## src/design/assert_macros.svh

```systemverilog
// Assertion macros shared by the thick line rasterizer RTL.
`ifndef ASSERT_MACROS_SVH
`define ASSERT_MACROS_SVH

// same-cycle implication
`define ASSERT_IMPLIES(label, clk, rstn, ante, cons) \
    label: assert property (@(posedge clk) disable iff (!(rstn)) (ante) |-> (cons)) \
        else $error("assertion failed: same-cycle implication");

// next-cycle implication
`define ASSERT_NEXT(label, clk, rstn, ante, cons) \
    label: assert property (@(posedge clk) disable iff (!(rstn)) (ante) |=> (cons)) \
        else $error("assertion failed: next-cycle implication");

`endif

```

## src/design/tlr_pkg.sv

```systemverilog
// Types and constants of the thick line rasterizer.
package tlr_pkg;

    localparam int CFG_W    = 13;
    localparam int THICK_W  = 5;
    localparam int ADDR_W   = 24;
    localparam int COLOR_W  = 16;
    localparam int CIDX_W   = 2;

    localparam logic [CFG_W-1:0]   WIDTH_RST  = 13'd320;
    localparam logic [CFG_W-1:0]   HEIGHT_RST = 13'd240;
    localparam logic [CFG_W-1:0]   STRIDE_RST = 13'd320;
    localparam logic [THICK_W-1:0] THICK_RST  = 5'd3;

    localparam logic KIND_LOAD = 1'b0;
    localparam logic KIND_STEP = 1'b1;

    typedef enum logic [CIDX_W-1:0] {
        REG_SCREEN_WIDTH    = 2'd0,
        REG_SCREEN_HEIGHT   = 2'd1,
        REG_ROW_STRIDE      = 2'd2,
        REG_BRUSH_THICKNESS = 2'd3
    } tlr_reg_t;

    typedef struct packed {
        logic load;
        logic advance;
        logic retire;
    } tlr_line_cmd_t;

    typedef struct packed {
        logic active;
        logic at_end;
    } tlr_line_stat_t;

    typedef struct packed {
        logic last;
        logic done;
    } tlr_pix_flags_t;

endpackage

```

## src/design/thick_line_rasterizer.sv

```systemverilog
// Top level of the thick line rasterizer: configuration, brush sequencer and hookup.
// Load item: no result; the next item is taken on the next cycle.
// Step item: 2*(2*half+1) results if a line is loaded, one per cycle while m_ready is high,
// through the shared clip/address unit; half = min(thickness, MAX_THICK)/2.
// A step's first result passes the state and result registers; output stalls hold the brush walk.
// Synchronous active-low reset: configuration to defaults, no line active, output empty.
`include "assert_macros.svh"

module thick_line_rasterizer
    import tlr_pkg::*;
#(
    parameter int COORD_BITS = 12,
    parameter int MAX_THICK  = 31
) (
    input  logic                         aclk,
    input  logic                         aresetn,
    input  logic                         cfg_write,
    input  logic [CIDX_W-1:0]            cfg_index,
    input  logic [CFG_W-1:0]             cfg_data,
    input  logic                         s_valid,
    output logic                         s_ready,
    input  logic                         s_kind,
    input  logic [COORD_BITS-1:0]        s_x_start,
    input  logic [COORD_BITS-1:0]        s_y_start,
    input  logic [COORD_BITS-1:0]        s_x_end,
    input  logic [COORD_BITS-1:0]        s_y_end,
    input  logic [COLOR_W-1:0]           s_pen_color,
    output logic                         m_valid,
    input  logic                         m_ready,
    output logic signed [COORD_BITS+1:0] m_pix_x,
    output logic signed [COORD_BITS+1:0] m_pix_y,
    output logic                         m_pix_visible,
    output logic [ADDR_W-1:0]            m_pix_address,
    output logic [COLOR_W-1:0]           m_pix_color,
    output logic                         m_last_of_run,
    output logic                         m_line_done
);

    localparam int PIX_W  = COORD_BITS + 2;
    localparam int K_BITS = $clog2(MAX_THICK + 1);
    localparam logic [THICK_W-1:0] MAX_THICK_W = THICK_W'(MAX_THICK);

    typedef enum logic {
        ST_IDLE,
        ST_RUN
    } state_t;

    state_t               state_reg;
    logic [K_BITS-1:0]    k_reg, span_reg;
    logic                 vert_reg;

    logic [CFG_W-1:0]     width_reg, height_reg, stride_reg;
    logic [THICK_W-1:0]   thick_reg;

    tlr_line_cmd_t         cmd;
    tlr_line_stat_t        stat;
    tlr_pix_flags_t        flags;
    logic [COORD_BITS-1:0] cur_x, cur_y;
    logic [COLOR_W-1:0]    line_color;

    logic                  accept, start, issue, run_end, pu_ready;
    logic [THICK_W-1:0]    thick_c;
    logic [K_BITS-1:0]     half;
    logic [PIX_W-1:0]      off_x, off_y;
    logic signed [PIX_W-1:0] pix_x, pix_y;

    always_ff @(posedge aclk) begin
        if (!aresetn) begin
            width_reg  <= WIDTH_RST;
            height_reg <= HEIGHT_RST;
            stride_reg <= STRIDE_RST;
            thick_reg  <= THICK_RST;
        end else if (cfg_write) begin
            unique case (tlr_reg_t'(cfg_index))
                REG_SCREEN_WIDTH:    width_reg  <= cfg_data;
                REG_SCREEN_HEIGHT:   height_reg <= cfg_data;
                REG_ROW_STRIDE:      stride_reg <= cfg_data;
                REG_BRUSH_THICKNESS: thick_reg  <= cfg_data[THICK_W-1:0];
                default: ;
            endcase
        end
    end

    always_comb begin
        s_ready = (state_reg == ST_IDLE);
        accept  = s_valid && s_ready;
        start   = accept && (s_kind == KIND_STEP) && stat.active;
        thick_c = (thick_reg > MAX_THICK_W) ? MAX_THICK_W : thick_reg;
        half    = span_reg >> 1;
        issue   = (state_reg == ST_RUN) && pu_ready;
        run_end = vert_reg && (k_reg == span_reg);

        off_x = PIX_W'(cur_x) + PIX_W'(k_reg) - PIX_W'(half);
        off_y = PIX_W'(cur_y) + PIX_W'(k_reg) - PIX_W'(half);
        pix_x = vert_reg ? signed'(PIX_W'(cur_x)) : signed'(off_x);
        pix_y = vert_reg ? signed'(off_y) : signed'(PIX_W'(cur_y));

        flags.last = run_end;
        flags.done = run_end && stat.at_end;

        cmd.load    = accept && (s_kind == KIND_LOAD);
        cmd.advance = issue && run_end && !stat.at_end;
        cmd.retire  = issue && run_end && stat.at_end;
    end

    always_ff @(posedge aclk) begin
        if (!aresetn) begin
            state_reg <= ST_IDLE;
            k_reg     <= '0;
            span_reg  <= '0;
            vert_reg  <= 1'b0;
        end else begin
            unique case (state_reg)
                ST_IDLE: begin
                    if (start) begin
                        state_reg <= ST_RUN;
                        k_reg     <= '0;
                        vert_reg  <= 1'b0;
                        span_reg  <= K_BITS'(thick_c & ~THICK_W'(1));
                    end
                end
                ST_RUN: begin
                    if (issue) begin
                        if (k_reg == span_reg) begin
                            k_reg <= '0;
                            if (vert_reg) begin
                                state_reg <= ST_IDLE;
                            end else begin
                                vert_reg <= 1'b1;
                            end
                        end else begin
                            k_reg <= k_reg + 1'b1;
                        end
                    end
                end
                default: state_reg <= ST_IDLE;
            endcase
        end
    end

    tlr_line_engine #(
        .COORD_BITS(COORD_BITS)
    ) u_engine (
        .aclk       (aclk),
        .aresetn    (aresetn),
        .cmd        (cmd),
        .x_start    (s_x_start),
        .y_start    (s_y_start),
        .x_end      (s_x_end),
        .y_end      (s_y_end),
        .pen_color  (s_pen_color),
        .cur_x      (cur_x),
        .cur_y      (cur_y),
        .line_color (line_color),
        .stat       (stat)
    );

    tlr_pixel_unit #(
        .PIX_W(PIX_W)
    ) u_pixel (
        .aclk          (aclk),
        .aresetn       (aresetn),
        .in_valid      (state_reg == ST_RUN),
        .in_ready      (pu_ready),
        .in_x          (pix_x),
        .in_y          (pix_y),
        .in_color      (line_color),
        .in_flags      (flags),
        .screen_width  (width_reg),
        .screen_height (height_reg),
        .row_stride    (stride_reg),
        .m_valid       (m_valid),
        .m_ready       (m_ready),
        .m_pix_x       (m_pix_x),
        .m_pix_y       (m_pix_y),
        .m_pix_visible (m_pix_visible),
        .m_pix_address (m_pix_address),
        .m_pix_color   (m_pix_color),
        .m_last_of_run (m_last_of_run),
        .m_line_done   (m_line_done)
    );

    `ASSERT_IMPLIES(a_done_on_last, aclk, aresetn, m_valid && m_line_done, m_last_of_run)
    `ASSERT_NEXT(a_retire_clears, aclk, aresetn, cmd.retire, !stat.active)
    `ASSERT_IMPLIES(a_run_needs_line, aclk, aresetn, state_reg == ST_RUN, stat.active)
    `ASSERT_NEXT(a_start_resets_walk, aclk, aresetn, start, (k_reg == '0) && !vert_reg)

endmodule

```

## src/design/tlr_line_engine.sv

```systemverilog
// Bresenham line state: endpoint load, retire, error update and advance.
module tlr_line_engine
    import tlr_pkg::*;
#(
    parameter int COORD_BITS = 12
) (
    input  logic                  aclk,
    input  logic                  aresetn,
    input  tlr_line_cmd_t         cmd,
    input  logic [COORD_BITS-1:0] x_start,
    input  logic [COORD_BITS-1:0] y_start,
    input  logic [COORD_BITS-1:0] x_end,
    input  logic [COORD_BITS-1:0] y_end,
    input  logic [COLOR_W-1:0]    pen_color,
    output logic [COORD_BITS-1:0] cur_x,
    output logic [COORD_BITS-1:0] cur_y,
    output logic [COLOR_W-1:0]    line_color,
    output tlr_line_stat_t        stat
);

    localparam int DW = COORD_BITS + 1;
    localparam int EW = COORD_BITS + 3;

    logic [COORD_BITS-1:0] cur_x_reg, cur_y_reg, end_x_reg, end_y_reg;
    logic signed [DW-1:0]  delta_x_reg, neg_delta_y_reg;
    logic signed [EW-1:0]  error_reg;
    logic                  step_x_neg_reg, step_y_neg_reg, active_reg;
    logic [COLOR_W-1:0]    color_reg;

    logic signed [DW-1:0]  adx, ady;
    logic signed [EW:0]    e2;
    logic                  move_x, move_y;
    logic signed [EW-1:0]  error_next;

    always_comb begin
        adx = (x_end >= x_start) ? DW'(x_end) - DW'(x_start) : DW'(x_start) - DW'(x_end);
        ady = (y_end >= y_start) ? DW'(y_end) - DW'(y_start) : DW'(y_start) - DW'(y_end);
        e2 = {error_reg, 1'b0};
        move_x = e2 >= (EW + 1)'(neg_delta_y_reg);
        move_y = e2 <= (EW + 1)'(delta_x_reg);
        error_next = error_reg
                   + (move_x ? EW'(neg_delta_y_reg) : '0)
                   + (move_y ? EW'(delta_x_reg) : '0);
    end

    always_ff @(posedge aclk) begin
        if (!aresetn) begin
            active_reg      <= 1'b0;
            cur_x_reg       <= '0;
            cur_y_reg       <= '0;
            end_x_reg       <= '0;
            end_y_reg       <= '0;
            delta_x_reg     <= '0;
            neg_delta_y_reg <= '0;
            error_reg       <= '0;
            step_x_neg_reg  <= 1'b0;
            step_y_neg_reg  <= 1'b0;
            color_reg       <= '0;
        end else if (cmd.load) begin
            active_reg      <= 1'b1;
            cur_x_reg       <= x_start;
            cur_y_reg       <= y_start;
            end_x_reg       <= x_end;
            end_y_reg       <= y_end;
            delta_x_reg     <= adx;
            neg_delta_y_reg <= -ady;
            error_reg       <= EW'(adx) - EW'(ady);
            step_x_neg_reg  <= !(x_start < x_end);
            step_y_neg_reg  <= !(y_start < y_end);
            color_reg       <= pen_color;
        end else if (cmd.retire) begin
            active_reg <= 1'b0;
        end else if (cmd.advance) begin
            error_reg <= error_next;
            if (move_x) begin
                cur_x_reg <= step_x_neg_reg ? cur_x_reg - 1'b1 : cur_x_reg + 1'b1;
            end
            if (move_y) begin
                cur_y_reg <= step_y_neg_reg ? cur_y_reg - 1'b1 : cur_y_reg + 1'b1;
            end
        end
    end

    assign cur_x       = cur_x_reg;
    assign cur_y       = cur_y_reg;
    assign line_color  = color_reg;
    assign stat.active = active_reg;
    assign stat.at_end = (cur_x_reg == end_x_reg) && (cur_y_reg == end_y_reg);

endmodule

```

## src/design/tlr_pixel_unit.sv

```systemverilog
// Shared clip and address unit with the registered result stage.
module tlr_pixel_unit
    import tlr_pkg::*;
#(
    parameter int PIX_W = 14
) (
    input  logic                    aclk,
    input  logic                    aresetn,
    input  logic                    in_valid,
    output logic                    in_ready,
    input  logic signed [PIX_W-1:0] in_x,
    input  logic signed [PIX_W-1:0] in_y,
    input  logic [COLOR_W-1:0]      in_color,
    input  tlr_pix_flags_t          in_flags,
    input  logic [CFG_W-1:0]        screen_width,
    input  logic [CFG_W-1:0]        screen_height,
    input  logic [CFG_W-1:0]        row_stride,
    output logic                    m_valid,
    input  logic                    m_ready,
    output logic signed [PIX_W-1:0] m_pix_x,
    output logic signed [PIX_W-1:0] m_pix_y,
    output logic                    m_pix_visible,
    output logic [ADDR_W-1:0]       m_pix_address,
    output logic [COLOR_W-1:0]      m_pix_color,
    output logic                    m_last_of_run,
    output logic                    m_line_done
);

    localparam int CMP_W  = (PIX_W > CFG_W) ? PIX_W : CFG_W;
    localparam int PROD_W = PIX_W + CFG_W;
    localparam int SUM_W  = (PROD_W + 1 > ADDR_W) ? PROD_W + 1 : ADDR_W;

    logic                    valid_reg;
    logic signed [PIX_W-1:0] x_reg, y_reg;
    logic                    vis_reg;
    logic [ADDR_W-1:0]       addr_reg;
    logic [COLOR_W-1:0]      color_reg;
    tlr_pix_flags_t          flags_reg;

    logic                    take;
    logic                    vis;
    logic [PROD_W-1:0]       prod;
    logic [SUM_W-1:0]        sum;

    always_comb begin
        take = in_valid && in_ready;
        vis  = !in_x[PIX_W-1] && !in_y[PIX_W-1]
            && (CMP_W'(unsigned'(in_x)) < CMP_W'(screen_width))
            && (CMP_W'(unsigned'(in_y)) < CMP_W'(screen_height));
        prod = PROD_W'(unsigned'(in_y)) * PROD_W'(row_stride);
        sum  = SUM_W'(prod) + SUM_W'(unsigned'(in_x));
    end

    always_ff @(posedge aclk) begin
        if (!aresetn) begin
            valid_reg <= 1'b0;
        end else if (take) begin
            valid_reg <= 1'b1;
        end else if (m_ready) begin
            valid_reg <= 1'b0;
        end
    end

    always_ff @(posedge aclk) begin
        if (take) begin
            x_reg     <= in_x;
            y_reg     <= in_y;
            vis_reg   <= vis;
            addr_reg  <= vis ? sum[ADDR_W-1:0] : '0;
            color_reg <= in_color;
            flags_reg <= in_flags;
        end
    end

    assign in_ready      = !valid_reg || m_ready;
    assign m_valid       = valid_reg;
    assign m_pix_x       = x_reg;
    assign m_pix_y       = y_reg;
    assign m_pix_visible = vis_reg;
    assign m_pix_address = addr_reg;
    assign m_pix_color   = color_reg;
    assign m_last_of_run = flags_reg.last;
    assign m_line_done   = flags_reg.done;

endmodule
```

## config.mk

```make
export PLATFORM = sky130hd
export DESIGN_NAME = thick_line_rasterizer
export DESIGN_NICKNAME = d
export VERILOG_FILES = /design/src/design/tlr_pkg.sv /design/src/design/thick_line_rasterizer.sv /design/src/design/tlr_line_engine.sv /design/src/design/tlr_pixel_unit.sv
export VERILOG_INCLUDE_DIRS = /design/src /design/src/design
export SDC_FILE = /design/constraint.sdc
export NUM_CORES = 1
export LEC_CHECK = 0
export ABC_CLOCK_PERIOD_IN_PS = 8100
export BUFFER_PORTS_ARGS = -buffer_cell sky130_fd_sc_hd__buf_2
export CAP_MARGIN = 20
export CORE_MARGIN = 8
export CORE_UTILIZATION = 57
export DETAILED_ROUTE_END_ITERATION = 8
export MAX_ROUTING_LAYER = met4
export PLACE_DENSITY_LB_ADDON = 0.05
export REMOVE_ABC_BUFFERS = 1
export SKIP_CTS_REPAIR_TIMING = 1
export SLEW_MARGIN = 20
export SYNTH_ARGS = -nofsm -noshare
export SYNTH_HDL_FRONTEND = slang
export SYNTH_SLANG_ARGS = --single-unit
```

## constraint.sdc

```tcl
create_clock -name aclk -period 8.1 [get_ports aclk]
set_input_delay 0 -clock aclk [delete_from_list [all_inputs] [get_ports aclk]]
set_output_delay 0 -clock aclk [all_outputs]
set_load 0.005 [all_outputs]
```

==> impl_metrics.tcl <==
set metrics [dict create \
    ant_nets 0 \
    die_w_um 216 \
    io_buffers 157 \
    dp_cells 3370 \
    worst_slack_ns -0.0817 \
    status "finished with violations" \
    relSlewSlack_pct 31.7 \
    tightest_slew_ns 1.02 \
    pwr_density_cell_nw_per_um2 177 \
    drc 0 \
    drtIter0Drc 1416 \
    cts_buffers 28 \
    fin_nets 3495 \
    worst_skew_pair.late_latency_ns 0.58 \
    arrival_ns 8.46 \
    start_kind "flop" \
    drv_slew 0 \
    yosys.area_share.simple_pct 16.9 \
    grt_start_max_net_pins 85 \
    start_util_pct 57.4 \
    place_hpwl_um 51100 \
    areaGrowthSynthToFinish_pct 18.4 \
    rsz0062_at_grt "true" \
    wl_per_cell_um 18.7 \
    slowest_delay_ns 0.57 \
    synth_compound_area_share_pct 14.8 \
    drive_above_1_share_pct 14.1 \
    required_ns 8.38 \
    synth_top_family_by_area "adder cells" \
    hold_violations 0 \
    synth_fa_ha_area_share_pct 29.1 \
    ys_types 83 \
    synth_cells 2683 \
    yosysWarnings 0 \
    path_common_cell "fa_1" \
    clock_sinks 234 \
    setup_violations 1 \
    fin_skew_ns 0.0346 \
    cp_max_fo 4 \
    hold_class "in2reg" \
    track_usage_pct 27.7 \
    ys_seq_area_share_pct 23.8 \
    ioPinCount 158 \
    min_from "cfg_write" \
    ir_drop_v 0.000170 \
    muxShareOfSynthArea_pct 1.59 \
    design.core.area_um2 39500 \
    grt_pass1_vias 19400 \
    grt_pass1_wl_um 103000 \
    r2r-start "u_engine.cur_y[1]" \
    ys_async_sr_fraction_pct 0 \
    htree_levels 1 \
    die-area_um2 46400 \
    place_congestion 0.916 \
    synth_area_um2 22700 \
    setup.worst_path.start "u_engine.cur_y[1]" \
    cts_buffer_depth 3 \
    max_freq_ghz 0.122 \
    largest_reg_flops 24 \
    synth.avg_cell_area_um2 8.46 \
    power_leakage_nw 12.6 \
    firstDrtPassIters 5 \
    period_share_pct 101 \
    cts.clk_slew.worst_paths_ns 0.06 \
    utilization_pct 67.9 \
    antennaDiodeCount 0 \
    post-route-min-period_ns 8.18 \
    crit_slowest_cell "fa_1" \
    cts_root_buf "clkbuf_16" \
    worstSetupEndpointType "flop" \
    grt_overflow_total 0 \
    fin_cells 3531 \
    ys_ff_latch 234 \
    vias 19800 \
    synth_edf_count 71 \
    vias_per_cell 5.61 \
    violations "negative setup slack" \
    drt_wl_total_um 65900 \
    fp-row-count 73 \
    cts_tree "yes" \
    synthFlopType "dfxtp_1" \
    maxCapViolCount 0 \
    synth_xor_xnor_area_share_pct 5.12 \
    antenna_found_initial 0 \
    die_y_um 216 \
    worstSetupPathType "reg2reg" \
]
[final cells by class]
class,instances,area [um2]
well taps,525,657
inverters,400,1510
flip-flops and latches,234,5400
multi-input cells,1944,15600
clock buffers,38,788
clock inverters,14,171
fillers,3299,12700
repair buffers,376,2710
[synth_stat cells (all sizes together) (40+ instances only)]
cell type    n  area, um2
inv        400       1500
nand2      378       1420
ha         256       3200
a21oi      197        986
fa         170       3400
dfxtp      163       3260
nor2       127        477
o21ai      100        504
and2        99        621
clkbuf      94        377
xnor2       81        709
edfxtp      71       2130
a21o        53        403
xor2        49        429
a211oi      43        328
nor3        43        225
nand3       40        213
[path summary, 6_finish.rpt]
check	slack (ns)	cells past startpoint	end
hold reg to reg	0.43	0	u_pixel.m_pix_color[6]
setup reg to reg	-0.08	35	u_pixel.m_pix_address[23]
hold / removal	0.04	6	height_reg[2]
setup / recovery	-0.08	35	u_pixel.m_pix_address[23]
[worst max-delay path: cells and delay by family (launching register included)]
| kind | cells | cell delay (ns) |
|---|---|---|
| AOI/OAI and AO/OA | 8 | 1.57 |
| xor gates and xnor gates | 2 | 0.23 |
| adders and majority gates | 9 | 4.11 |
| buffers and inverters | 10 | 0.93 |
| DFF | 1 | 0.33 |
| and+or+nand+nor | 6 | 0.74 |
[per-stage QoR]
| step | area, um2 | hold slack, ns | setup TNS, ns | setup WS (ns) | total power, mW |
|---|---|---|---|---|---|
| 2_1_floorplan | 22200 | 0.0619 | -0.752 | -0.525 | 2.61 |
| 3_3_place_gp | 24500 | 0.240 | -1.33 | -0.543 | 3.21 |
| 3_5_place_dp | 24500 | 0.246 | -1.92 | -0.570 | 3.25 |
| 4_1_cts | 25500 | -0.361 | -2.09 | -0.587 | 4.58 |
| 5_1_grt | 26900 | 0.0576 | -2.09 | -0.446 | 5.03 |
| 6_report | 26900 | 0.0439 | -0.0817 | -0.0817 | 4.74 |
[routing by layer]
metal / GRT usage (%) / up-vias / routed length (um)
li1: - / 9528 / -
met1: 33.7 / 9677 / 27800
met2: 48.4 / 505 / 33200
met3: 3.40 / 116 / 3130
met4: 7.22 / 0 / 1880
met5: - / - / 0
[cell usage in the layout (no fill, tap or decap), drive strengths merged, types with 18 or more instances in the layout]
cell type,count
a211oi,43
a21o,53
a21oi,197
and2,99
buf,277
clkbuf,38
dfxtp,163
dlygate4sd3,99
edfxtp,71
fa,170
ha,256
inv,399
mux2i,26
nand2,378
nand2b,18
nand3,40
nand4,20
nor2,127
nor2b,26
nor3,43
o21ai,100
xnor2,81
xor2,49
[power breakdown]
part	switching, mW	leakage, nW	internal (mW)
sequential	0.0621	1.96	1.28
clock	0.543	0.476	0.780
combinational	1.18	10.2	0.895
total	1.79	12.6	2.95
[cell families after synthesis]
group,Yosys count
simple gates,820
compound gates,532
buf+inv,505
fa+ha+maj,426
flops,234
xor+xnor,131
mux,35
Note: power is estimated with default switching activity, not from simulation.
